## src/sqd_pkg.sv

```systemverilog
// Shared types and codes for the store queue disambiguation block.
// Used by the entry cells, the top level and the port checker.
`default_nettype none

package sqd_pkg;

  localparam int ADDR_W = 48;
  localparam int TAG_W  = 32;
  localparam int SIZE_W = 7;
  localparam int OCC_W  = 5;

  // operation codes
  localparam logic [2:0] FUNC_INSERT    = 3'd0;
  localparam logic [2:0] FUNC_TRANSLATE = 3'd1;
  localparam logic [2:0] FUNC_COMMIT    = 3'd2;
  localparam logic [2:0] FUNC_RELEASE   = 3'd3;
  localparam logic [2:0] FUNC_LOAD      = 3'd4;

  // status codes
  localparam logic [2:0] ST_OK           = 3'd0;
  localparam logic [2:0] ST_NOT_FOUND    = 3'd1;
  localparam logic [2:0] ST_NOT_XLATED   = 3'd2;
  localparam logic [2:0] ST_ALREADY_CMT  = 3'd3;
  localparam logic [2:0] ST_FULL         = 3'd4;

  // load actions
  localparam logic [1:0] ACT_WAIT    = 2'd0;
  localparam logic [1:0] ACT_FORWARD = 2'd1;
  localparam logic [1:0] ACT_FETCH   = 2'd2;

  // configuration register indexes
  localparam logic [1:0] REG_FORWARD_EN = 2'd0;
  localparam logic [1:0] REG_BYPASS_EN  = 2'd1;
  localparam logic [1:0] REG_BUF_LIMIT  = 2'd2;

  typedef struct packed {
    logic [2:0]        func;
    logic [TAG_W-1:0]  tag;
    logic [ADDR_W-1:0] address;
    logic [SIZE_W-1:0] size;
  } sqd_in_t;

  typedef struct packed {
    logic [2:0]       status;
    logic             older_store_pending;
    logic [1:0]       load_action;
    logic             buffer_full;
    logic             done_notice;
    logic             update_request;
    logic [OCC_W-1:0] occupancy;
  } sqd_out_t;

  // broadcast from the controller to every cell
  typedef struct packed {
    logic              apply;
    logic [2:0]        func;
    logic [TAG_W-1:0]  tag;
    logic [ADDR_W-1:0] address;
    logic [SIZE_W-1:0] size;
    logic [ADDR_W:0]   load_end;
  } sqd_cmd_t;

  // handed from each cell to the next one up the row
  typedef struct packed {
    logic free_found;
    logic match_found;
    logic match_tr;
    logic match_cm;
    logic older;
    logic fwd;
    logic hit;
  } sqd_link_t;

endpackage

`default_nettype wire

```

## src/sqd_cell.sv

```systemverilog
// One store queue entry: holds tag, address, size and flags, compares them
// against the broadcast item and passes priority and hit flags to its neighbor.
// Depends on sqd_pkg.
`default_nettype none

module sqd_cell import sqd_pkg::*; (
  input  logic      clk,
  input  logic      rst_n,
  input  sqd_cmd_t  cmd,
  input  sqd_link_t link_in,
  output sqd_link_t link_out
);

  logic              valid_r, tr_r, cm_r;
  logic [TAG_W-1:0]  tag_r;
  logic [ADDR_W-1:0] addr_r;
  logic [SIZE_W-1:0] size_r;
  logic              match_r, older_r, cov_r, ovl_r;

  logic [ADDR_W:0]   s_start, s_end, l_start;
  logic              nonzero, covers, overlaps;
  logic              sel_free, sel_match;

  always_comb begin
    s_start  = {1'b0, addr_r};
    s_end    = s_start + (ADDR_W+1)'(size_r);
    l_start  = {1'b0, cmd.address};
    nonzero  = (size_r != '0) && (cmd.size != '0);
    covers   = nonzero && (l_start >= s_start) && (cmd.load_end <= s_end);
    overlaps = nonzero && (l_start < s_end) && (s_start < cmd.load_end);
  end

  // compare flags, registered in the cycle after the item is captured
  always_ff @(posedge clk) begin
    if (!rst_n) begin
      match_r <= 1'b0;
      older_r <= 1'b0;
      cov_r   <= 1'b0;
      ovl_r   <= 1'b0;
    end else begin
      match_r <= valid_r && (tag_r == cmd.tag);
      older_r <= valid_r && !tr_r && (tag_r < cmd.tag);
      cov_r   <= valid_r && tr_r && covers;
      ovl_r   <= valid_r && tr_r && overlaps;
    end
  end

  assign sel_free  = !valid_r && !link_in.free_found;
  assign sel_match = match_r && !link_in.match_found;

  always_comb begin
    link_out.free_found  = link_in.free_found | !valid_r;
    link_out.match_found = link_in.match_found | match_r;
    link_out.match_tr    = sel_match ? tr_r : link_in.match_tr;
    link_out.match_cm    = sel_match ? cm_r : link_in.match_cm;
    link_out.older       = link_in.older | older_r;
    link_out.fwd         = link_in.fwd | cov_r;
    link_out.hit         = link_in.hit | ovl_r;
  end

  always_ff @(posedge clk) begin
    if (!rst_n) begin
      valid_r <= 1'b0;
      tr_r    <= 1'b0;
      cm_r    <= 1'b0;
    end else if (cmd.apply) begin
      case (cmd.func)
        FUNC_INSERT: begin
          if (sel_free) begin
            valid_r <= 1'b1;
            tr_r    <= 1'b0;
            cm_r    <= 1'b0;
          end
        end
        FUNC_TRANSLATE: begin
          if (sel_match) tr_r <= 1'b1;
        end
        FUNC_COMMIT: begin
          if (sel_match && tr_r) cm_r <= 1'b1;
        end
        FUNC_RELEASE: begin
          if (sel_match) begin
            valid_r <= 1'b0;
            tr_r    <= 1'b0;
            cm_r    <= 1'b0;
          end
        end
        default: ;
      endcase
    end
  end

  // payload, no reset
  always_ff @(posedge clk) begin
    if (cmd.apply) begin
      if (cmd.func == FUNC_INSERT && sel_free) begin
        tag_r  <= cmd.tag;
        addr_r <= cmd.address;
        size_r <= cmd.size;
      end else if (cmd.func == FUNC_TRANSLATE && sel_match) begin
        addr_r <= cmd.address;
      end
    end
  end

endmodule

`default_nettype wire

```

## config.mk

```make
export PLATFORM = sky130hd
export DESIGN_NAME = sqd_cell
export DESIGN_NICKNAME = d
export VERILOG_FILES = /design/src/sqd_pkg.sv /design/src/sqd_cell.sv
export SDC_FILE = /design/constraint.sdc
export NUM_CORES = 1
export LEC_CHECK = 0
export BUFFER_PORTS_ARGS = -buffer_cell sky130_fd_sc_hd__buf_2
export CORE_ASPECT_RATIO = 1.4
export CORE_MARGIN = 1.5
export CORE_UTILIZATION = 50
export CTS_BUF_LIST = sky130_fd_sc_hd__clkbuf_2
export CTS_CLUSTER_SIZE = 40
export DETAILED_ROUTE_END_ITERATION = 8
export GPL_TIMING_DRIVEN = 0
export PLACE_DENSITY = 0.72
export SYNTH_ARGS = -nofsm -noshare
export SYNTH_HDL_FRONTEND = slang
export SYNTH_SLANG_ARGS = --single-unit
```

## constraint.sdc

```tcl
create_clock -name clk -period 4.9 [get_ports clk]
set_input_delay 0 -clock clk [delete_from_list [all_inputs] [get_ports clk]]
set_output_delay 0 -clock clk [all_outputs]
set_load 0.1 [all_outputs]
```

==> results.py, run 1 <==
metrics = {
    "floorplan": {
        "io_pins": 156,
        "start_util_pct": 50.80,
        "die_width_um": 118.7,
        "die_area_sq_mm": 0.01959,
        "die_height_um": 165.0,
        "fp.coreArea_sq_mm": 0.01846,
        "rows": 59,
    },
    "hold_path": {
        "timing.hold.worst.class": "input pin to flip-flop",
    },
    "timing": {
        "finalClockSkew_ns": 0.05754,
        "achievable-frequency_mhz": 216.9,
        "worstMarginPinSlew_ns": 0.9527,
        "totalNegativeSetupSlack_ns": 0,
        "report.final.hold_viol_count": 0,
        "min_period_ns": 4.611,
        "final.setup.worst_slack_ns": 0.2891,
        "finalSetupViolations": 0,
        "timing_max_transition_violations_final": 0,
        "worst_slew_margin_rel_pct": 35.65,
        "fin_crit_sh_pct": 94.10,
    },
    "global_routing": {
        "grt_busiest_layer": "met2",
        "grt_pass1_wl_um": 41140,
        "grt_remaining_overflow": 0,
        "globalRouteMet2Util_pct": 52.43,
        "gr-usage-met1_pct": 27.21,
        "first_global_vias": 8732,
        "globalRouteTotalUtil_pct": 26.71,
        "grt_antenna_before_repair": 3,
        "grt_start_max_net_pins": 19,
        "grt_use_met3_pct": 3.867,
    },
    "synthesis": {
        "postSynth.topFlopCell": "edfxtp_1",
        "syn-cell-area_sq_mm": 0.009375,
        "synth_cells": 981,
        "netlist-cell-type-count": 56,
        "synth-warning-count": 0,
        "synth_top_cells_by_area": "ha_1 30%, edfxtp_1 28%, inv_1 5.5%, xnor2_1 4.0%, a21o_1 3.5%",
        "yosys_register_bits": 94,
        "yosys.area.top_type": "ha_1",
        "async_reset_ff_share_pct": 0,
        "synth_top_cell_area_share_pct": 30.16,
        "syn_area_per_cell_sq_um": 9.557,
        "mappedNetlistNets": 1357,
        "synth_enable_flop_cells": 87,
        "synth_sequential_area_ratio_pct": 29.36,
    },
    "status": {
        "status": "complete, no violations",
    },
    "place": {
        "io_buffers": 155,
        "place_inst": 1387,
        "final_weighted_congestion_of_routability_driven_global_placement": 0.9175,
        "place.detailed.hpwl_um": 20260,
        "post-place-ws_ns": 0.03233,
    },
    "layout": {
        "layout.nets": 1646,
        "fillCellCount": 1513,
        "layout-drive-gt1-share_pct": 15.92,
        "finalNonFillerCells": 1522,
        "layout.cells.most_common_list": "226 x ha_1, 155 x buf_2, 137 x inv_1",
        "syn2layout_area_growth_pct": 26.86,
        "layout_commonest_cell": "ha_1",
    },
    "setup_path": {
        "startpoint_type": "flip-flop",
        "worstSetupPathType": "flip-flop to flip-flop",
        "critPathRequiredTime_ns": 5.52,
        "cp_data_arrival_time_ns": 5.23,
        "critical_path_peak_fanout": 3,
        "setup.worst_path.end_class": "flip-flop",
    },
    "drt": {
        "route.detailed.wl_per_inst_um": 17.03,
        "drc": 0,
        "final_antenna_net_count": 0,
        "initialDrtViolationCount": 410,
        "drt-pass1-iter-count": 4,
        "totalWireLength_um": 25920,
        "detail_route.vias_per_cell": 5.580,
        "vias": 8492,
    },
    "clock_tree": {
        "clk_root_buffer_cell": "clkbuf_2",
        "clock_transition_at_the_register_clock_pins_on_the_worst_setup_and_hold_paths_after_cts_ns": 0.34,
        "cts_tree": "yes",
        "cts_htree_levels": 3,
        "worst_skew_late_latency_ns": 0.66,
        "cts.sinks": 94,
        "clock_tree.buffer_depth": 2,
        "numCtsBuffers": 9,
    },
    "power": {
        "cellLeakagePower_nw": 5.661,
        "powerDensity_mw_per_mm2": 147.3,
        "worst_ir_drop_on_vdd_mv": 0.1552,
        "fin_total_pwr_mw": 1.752,
    },
    "run": {
        "cap_viol_max_count": 0,
    },
}
worst max-delay path: stages (launching register included):
cell and delay, ns:
edfxtp_1 0.51, ha_1 0.32, a21o_1 0.20, a21oi_2 0.17
o21bai_1 0.11, a2111o_1 0.49, and2_1 0.21, and3_1 0.19
xnor2_1 0.17, ha_1 0.30, nand4_1 0.09, dlygate4sd3_1 0.59
nor4_2 0.31, dlygate4sd3_1 0.65, nand3b_1 0.10, a211oi_2 0.21
per-layer routing:
metal / vias up / wire (um) / part of all wire, %
met1: 3965 / 9944 / 38
li1: 4217 / - / -
met2: 236 / 13810 / 53
met3: 74 / 956 / 3.7
met5: - / 0 / 0
met4: 0 / 1199 / 4.6
cell type report:
cell class | count | area, sq um | share of cell area (%)
repair buffers | 278 | 2043 | 17.18
inverters | 138 | 518.0 | 4.355
plain buffers | 1 | 5.005 | 0.04208
flip-flops and latches | 94 | 2753 | 23.14
clock inverters | 6 | 52.55 | 0.4418
diodes | 3 | 7.507 | 0.06312
multi-input cells | 748 | 6160 | 51.79
clock buffers | 10 | 50.05 | 0.4208
well taps | 244 | 305.3 | 2.567
timing repair:
item	4_1_cts	5_1_grt
hold buffers	116	0
endpoints found under the hold margin	161	0
resized for setup	0	9
setup endpoints to repair	0	2
buffers inserted	0	0
state kept, by name, indices dropped and copies added, names as in the netlist:
register	cells
ovl_r	1
match_r	1
valid_r	1
size_r	7
older_r	1
cov_r	1
cm_r	1
addr_r	48
tr_r	1
tag_r	32
per-stage QoR:
step	hold slack [ns]	util [%]	cell area (sq um)
detailed placement	0.1924	57.33	10580
global placement	0.1918	56.66	10460
CTS	0.01511	64.18	11840
floorplan	0.09887	-	9375
global route	0.02777	64.45	11890
finish	0.03405	64.45	11890
path summary, 6_finish.rpt:
path	start	to	slack (ns)	cells after the start
min	cmd[16]	cov_r	0.03	6
max reg2reg	addr_r[1]	cov_r	0.29	15
max	addr_r[1]	cov_r	0.29	15
min reg2reg	tr_r	cov_r	0.74	4
power breakdown:
group	total [mW]	switching [mW]	internal, mW
Combinational	0.462	0.235	0.227
Clock	0.397	0.320	0.0778
Sequential	0.893	0.00676	0.886
Total	1.75	0.562	1.19
synth_stat cells, types with 11 or more instances:
master / number
a211oi_1: 11
a21o_1: 44
a21oi_1: 65
edfxtp_1: 87
ha_1: 226
inv_1: 137
nand2_1: 37
nand2b_1: 14
nand3_1: 32
nand4_1: 41
nor2_1: 49
nor2b_1: 18
nor3_1: 21
o211ai_1: 14
o21ai_0: 40
xnor2_1: 43
logic make-up after synthesis:
kind of cell | synth area share [%]
compound gates | 14.68
xor+xnor | 4.871
fa+ha+maj | 30.48
buf+inv | 5.578
flops | 29.36
simple gates | 15.03
Power figures use the tool's default switching activity.
==> inputs of run 2 (changes only) <==
--- a/config.mk
+++ b/config.mk
@@ -13,7 +13,7 @@
 export CTS_CLUSTER_SIZE = 40
 export DETAILED_ROUTE_END_ITERATION = 8
 export GPL_TIMING_DRIVEN = 0
-export PLACE_DENSITY = 0.72
+export PLACE_DENSITY = 0.69
 export SYNTH_ARGS = -nofsm -noshare
 export SYNTH_HDL_FRONTEND = slang
 export SYNTH_SLANG_ARGS = --single-unit
==> constraint.sdc (replaced) <==
create_clock -name clk -period 4.5 [get_ports clk]
set_input_delay 0 -clock clk [delete_from_list [all_inputs] [get_ports clk]]
set_output_delay 0 -clock clk [all_outputs]
set_load 0.1 [all_outputs]
==> run 2 against run 1 <==
Setup slack worse by 0.090 ns; fmax up 7.2%; cell count fell by 0.53%; via count down 1.1%; combinational power increased by 10%; sequential share of layout area fell by 0.10 points; clock-buffer cell count is 1 lower; utilization increased by 0.29 points; power up 9.6%; clock power increased by 11%; global-route usage decreased by 0.084 points.
==> results.py, run 2 (same netlist as run 1, synthesis figures left out) <==
metrics = {
    "drt": {
        "drc": 0,
        "vias": 8402,
        "totalWireLength_um": 25730,
        "drt-pass1-iter-count": 5,
        "route.detailed.wl_per_inst_um": 17.00,
        "final_antenna_net_count": 0,
        "detail_route.vias_per_cell": 5.550,
        "initialDrtViolationCount": 316,
    },
    "layout": {
        "postLayoutCoreUtil_pct": 64.74,
        "fillCellCount": 1565,
        "layout_commonest_cell": "ha_1",
        "multiInputGateArea_sq_mm": 0.006260,
        "syn2layout_area_growth_pct": 27.44,
        "layout.nets": 1640,
        "largest_register_ffs": 48,
        "layout.cells.most_common_list": "225 x ha_1, 155 x buf_2, 137 x inv_1",
        "layout_top_registers": "addr_r: 48 flops, tag_r: 32 flops, size_r: 7 flops",
        "layout-drive-gt1-share_pct": 17.57,
        "largest_register": "addr_r",
        "ff_latch_area_sq_mm": 0.002753,
    },
    "timing": {
        "min_period_ns": 4.300,
        "worst_slew_margin_rel_pct": 38.24,
        "hold-worst-slack_ns": 0.04728,
        "totalNegativeSetupSlack_ns": 0,
        "achievable-frequency_mhz": 232.5,
        "fin_crit_sh_pct": 95.57,
        "final.setup.worst_slack_ns": 0.1995,
        "finalSetupViolations": 0,
        "worstMarginPinSlew_ns": 0.9214,
        "timing_max_transition_violations_final": 0,
        "finalClockSkew_ns": 0.02799,
        "report.final.hold_viol_count": 0,
    },
    "hold_path": {
        "hold_path.startpoint": "cmd[4]",
        "timing.hold.worst.class": "input pin to flip-flop",
    },
    "clock_tree": {
        "worst_skew_late_latency_ns": 0.63,
        "cts_htree_levels": 3,
        "clk_root_buffer_cell": "clkbuf_2",
        "cts_tree": "yes",
        "cts.sinks": 94,
        "numCtsBuffers": 9,
        "clock_transition_at_the_register_clock_pins_on_the_worst_setup_and_hold_paths_after_cts_ns": 0.31,
        "clock_tree.buffer_depth": 2,
    },
    "place": {
        "post-place-ws_ns": -0.3540,
        "final_weighted_congestion_of_routability_driven_global_placement": 0.8904,
        "place.detailed.hpwl_um": 20600,
        "io_buffers": 155,
    },
    "floorplan": {
        "die_height_um": 165.0,
        "start_util_pct": 50.80,
        "rows": 59,
        "die_width_um": 118.7,
        "die_area_sq_mm": 0.01959,
        "fp.coreArea_sq_mm": 0.01846,
        "io_pins": 156,
    },
    "run": {
        "cap_viol_max_count": 0,
    },
    "global_routing": {
        "grt_pass1_wl_um": 41350,
        "grt_start_max_net_pins": 19,
        "grt_antenna_before_repair": 1,
        "grt_remaining_overflow": 0,
        "globalRouteTotalUtil_pct": 26.62,
        "first_global_vias": 8837,
    },
    "power": {
        "fin_total_pwr_mw": 1.920,
        "total_switching_power_mw": 0.6191,
        "cellLeakagePower_nw": 5.677,
        "worst_ir_drop_on_vdd_mv": 0.1345,
        "power_frac_seq_pct": 50.6,
        "power_frac_comb_pct": 26.5,
        "sw_share_pct": 32.24,
        "power_report.internal_total_mw": 1.301,
        "clockPowerShare_pct": 22.9,
        "powerDensity_mw_per_mm2": 160.7,
    },
    "setup_path": {
        "reg2reg_setup_slack_ns": 0.20,
        "startpoint_type": "flip-flop",
        "worstSetupPathType": "flip-flop to flip-flop",
        "critPathRequiredTime_ns": 5.06,
        "worstReg2RegStart": "size_r[1]",
        "setup.worst_path.end_class": "flip-flop",
        "critical_path_peak_fanout": 3,
        "cp_data_arrival_time_ns": 4.86,
        "crit_path_start": "size_r[1]",
    },
    "status": {
        "status": "complete, no violations",
    },
}
## run 2: cell count changes in the layout (fill, tap and decap cells not counted), sizes merged
cell,change
clkinvlp,-2
diode,-2
clkinv,+1
dlygate4sd3,-10
inv,+2
clkbuf,-1
buf,+4
## run 2: power groups by stage
stage / Clock (mW) / Sequential, mW / Combinational [mW]
2_1_floorplan: 0 / 0.989 / 0.249
3_3_place_gp: 0 / 0.991 / 0.407
3_5_place_dp: 0 / 0.990 / 0.424
4_1_cts: 0.443 / 0.972 / 0.498
5_1_grt: 0.469 / 0.973 / 0.572
6_report: 0.439 / 0.972 / 0.509
## run 2: what timing repair did
action	CTS	global route
buffers inserted	1	4
endpoints found under the setup margin	2	2
pin swaps	2	17
endpoints found under the hold margin	123	0
hold buffers	106	0
resized for setup	13	20
## run 2: final cells by class
class                   count  share of cell area, %
multi-input cells         748                  52.39
flip-flops and latches     94                  23.04
diodes                      1                0.02094
clock inverters             7                 0.5131
well taps                 244                  2.555
plain buffers               1                0.04189
inverters                 138                  4.336
repair buffers            272                  16.72
clock buffers               9                 0.3770
## run 2: worst max-delay path, stage by stage (launching register included)
cell and delay [ns]:
edfxtp_1 0.50, ha_1 0.31, a21o_1 0.17, a21oi_2 0.16, o21bai_1 0.12, a2111o_1 0.43
and2_4 0.19, and3_4 0.18, xnor2_2 0.15, ha_2 0.18, a21oi_2 0.14, o21ai_2 0.09
a2111oi_4 0.35, o31ai_2 0.15, a221oi_2 0.37, o221ai_1 0.20, a211o_1 0.33, a211oi_2 0.21
## run 2: path summary, 6_finish.rpt
kind         endpoint  cells past startpoint
max             cov_r                     17
max reg2reg     cov_r                     17
min reg2reg     cov_r                      4
min             cov_r                      6
## run 2: stage by stage
stage / instances / instance area [sq um]
2_1_floorplan: 981 / 9380
4_1_cts: 1509 / 11820
5_1_grt: 1514 / 11950
3_5_place_dp: 1386 / 10600
6_report: 1514 / 11950
3_3_place_gp: 1380 / 10460
## run 2: metal layers
metal / global-route usage [%] / up-vias / wire length, um
met3: 3.764 / 67 / 985
li1: - / 4208 / -
met1: 27.53 / 3894 / 9866
met5: 0 / - / 0
met2: 52.80 / 233 / 13900
met4: 11.94 / 0 / 983
==> inputs of run 3 (changes only) <==
--- a/config.mk
+++ b/config.mk
@@ -14,6 +14,8 @@
 export DETAILED_ROUTE_END_ITERATION = 8
 export GPL_TIMING_DRIVEN = 0
 export PLACE_DENSITY = 0.69
+export RECOVER_POWER = 100
+export REMOVE_ABC_BUFFERS = 1
 export SYNTH_ARGS = -nofsm -noshare
 export SYNTH_HDL_FRONTEND = slang
 export SYNTH_SLANG_ARGS = --single-unit
==> run 3 against run 2 <==
Sequential power about the same; non-clock buffer count is 10 higher; via count grew 0.67%; register-to-register slack got worse by 0.06 ns; sequential cell count unchanged; global-route usage is 0.41 points lower; fmax is 1.5% lower; clock skew increased by 0.00056 ns; largest cell class unchanged; first-iteration DRC count decreased by 3.2%; cell count up 0.66%; cell area fell by 0.72%; clock power down 0.9%; highest routed layer unchanged.
==> results.py, run 3 (same netlist as run 1, synthesis figures left out) <==
metrics = {
    "clock_tree": {
        "clock_tree.buffer_depth": 2,
        "numCtsBuffers": 9,
        "cts_tree": "yes",
        "clk_root_buffer_cell": "clkbuf_2",
        "cts_htree_levels": 3,
        "clock_transition_at_the_register_clock_pins_on_the_worst_setup_and_hold_paths_after_cts_ns": 0.30,
        "worst_skew_late_latency_ns": 0.64,
        "cts.sinks": 94,
    },
    "power": {
        "power_report.internal_total_mw": 1.293,
        "cellLeakagePower_nw": 5.478,
        "power_frac_seq_pct": 51.0,
        "sw_share_pct": 32.23,
        "clockPowerShare_pct": 22.8,
        "worst_ir_drop_on_vdd_mv": 0.1286,
        "fin_total_pwr_mw": 1.908,
        "total_switching_power_mw": 0.6151,
        "powerDensity_mw_per_mm2": 160.9,
        "power_frac_comb_pct": 26.2,
    },
    "setup_path": {
        "reg2reg_setup_slack_ns": 0.14,
        "path_cells": "ha_1 > a21o_1 > a21oi_2 > o21bai_1 > a2111o_1 > and2_4 > and3_4 > xnor2_4 > ha_2 > a21oi_2 > o21ai_2 > a2111oi_4 > o31ai_2 > a221oi_2 > o221ai_1 > a211o_1 > a211oi_2",
        "critPathRequiredTime_ns": 5.08,
        "worst_path_max_delay_cell": "edfxtp_1",
        "setup.worst_path.end_class": "flip-flop",
        "worst-path-buf-inv": 0,
        "path_delay_family": "compound AO/OA/AOI/OAI gates",
        "cp_data_arrival_time_ns": 4.95,
        "critical_path_peak_fanout": 3,
        "worstSetupPathType": "flip-flop to flip-flop",
        "peak_per_stage_delay_on_the_critical_path_ns": 0.52,
        "worst_path_most_repeated_cell": "a21oi_2",
        "startpoint_type": "flip-flop",
    },
    "drt": {
        "initialDrtViolationCount": 306,
        "final_antenna_net_count": 0,
        "totalWireLength_um": 25740,
        "drc": 0,
        "route.detailed.wl_per_inst_um": 16.89,
        "vias": 8458,
        "detail_route.vias_per_cell": 5.550,
        "drt-pass1-iter-count": 7,
    },
    "hold_path": {
        "timing.hold.worst.class": "input pin to flip-flop",
    },
    "timing": {
        "worstMarginPinSlew_ns": 1.313,
        "timing_max_transition_violations_final": 0,
        "report.final.hold_viol_count": 0,
        "finalClockSkew_ns": 0.02855,
        "rsz0062_at_grt": "yes",
        "worst_slew_margin_rel_pct": 11.80,
        "finalSetupViolations": 0,
        "fin_crit_sh_pct": 96.98,
        "achievable-frequency_mhz": 229.1,
        "totalNegativeSetupSlack_ns": 0,
        "min_period_ns": 4.364,
    },
    "floorplan": {
        "die_area_sq_mm": 0.01959,
        "die_height_um": 165.0,
        "io_pins": 156,
        "die_width_um": 118.7,
        "fp.coreArea_sq_mm": 0.01846,
        "rows": 59,
        "start_util_pct": 50.80,
    },
    "layout": {
        "syn2layout_area_growth_pct": 26.52,
        "largest_register_ffs": 48,
        "layout_commonest_cell": "ha_1",
        "layout_top_registers": "addr_r: 48 flops, tag_r: 32 flops, size_r: 7 flops",
        "layout-drive-gt1-share_pct": 10.48,
        "layout.cells.most_common_list": "225 x ha_1, 137 x inv_1, 114 x dlygate4sd3_1",
        "largest_register": "addr_r",
        "layout.nets": 1650,
        "finalNonFillerCells": 1524,
    },
    "place": {
        "place.detailed.hpwl_um": 20420,
        "place_inst": 1385,
        "final_weighted_congestion_of_routability_driven_global_placement": 0.9063,
        "io_buffers": 155,
    },
    "global_routing": {
        "grt_remaining_overflow": 0,
        "globalRouteTotalUtil_pct": 26.21,
        "grt_start_max_net_pins": 19,
        "grt_antenna_before_repair": 1,
        "first_global_vias": 8713,
        "grt_pass1_wl_um": 40420,
    },
    "run": {
        "cap_viol_max_count": 0,
    },
    "status": {
        "status": "complete, no violations",
    },
}
[run 3: timing repair]
| item | in CTS | in global routing |
|---|---|---|
| endpoints found under the hold margin | 145 | 0 |
| setup endpoints to repair | 2 | 2 |
| resized for setup | 11 | 27 |
| hold buffers | 114 | 0 |
| setup buffers | 0 | 8 |
| pin swaps | 2 | 22 |
[run 3: tightest hold or removal path, cell delays in order]
cell,delay [ns]
buf_2,0.12
ha_1,0.16
a211oi_2,0.05
o21ai_1,0.13
a211o_1,0.12
a211oi_2,0.06
[run 3: power by group through the flow]
stage	Sequential (mW)	Clock, mW	Combinational [mW]
CTS	0.972	0.449	0.499
floorplan	0.989	0	0.249
global placement	0.992	0	0.405
detailed placement	0.991	0	0.420
finish	0.972	0.435	0.501
global route	0.974	0.474	0.564
[run 3: routing by layer]
| metal | vias to the layer above | wire length [um] | global-route usage, % |
|---|---|---|---|
| met2 | 256 | 13720 | 51.61 |
| met3 | 69 | 1095 | 3.315 |
| li1 | 4215 | - | - |
| met1 | 3918 | 9816 | 26.88 |
| met5 | - | 0 | 0 |
| met4 | 0 | 1100 | 13.69 |
[run 3: metrics by stage]
stage                     area (sq um)  util, %  setup WS (ns)  hold WS (ns)
final                            11860    64.27         0.1359      0.004853
after detailed placement         10570    57.26        -0.3185        0.1952
after floorplan                   9370        -        -0.2878       0.09887
after CTS                        11860    64.24        0.04249     0.0007092
after global placement           10450    56.63         -2.785        0.1921
after global routing             11860    64.27       -0.04909      0.009325
[run 3: path summary, 6_finish.rpt]
check	from	endpoint	cells past startpoint
max	addr_r[1]	cov_r	17
max reg2reg	addr_r[1]	cov_r	17
min reg2reg	tr_r	cov_r	4
min	cmd[45]	cov_r	6
[run 3: area by class of cell]
| cell class | count | area (sq um) |
|---|---|---|
| Clock buffer | 9 | 45.04 |
| Sequential cell | 94 | 2753 |
| Clock inverter | 7 | 62.56 |
| Fill cell | 1595 | 6594 |
| Timing Repair Buffer | 283 | 1902 |
| Tap cell | 244 | 305.3 |
| Multi-Input combinational cell | 748 | 6274 |
| Inverter | 138 | 518.0 |
| Antenna cell | 1 | 2.502 |
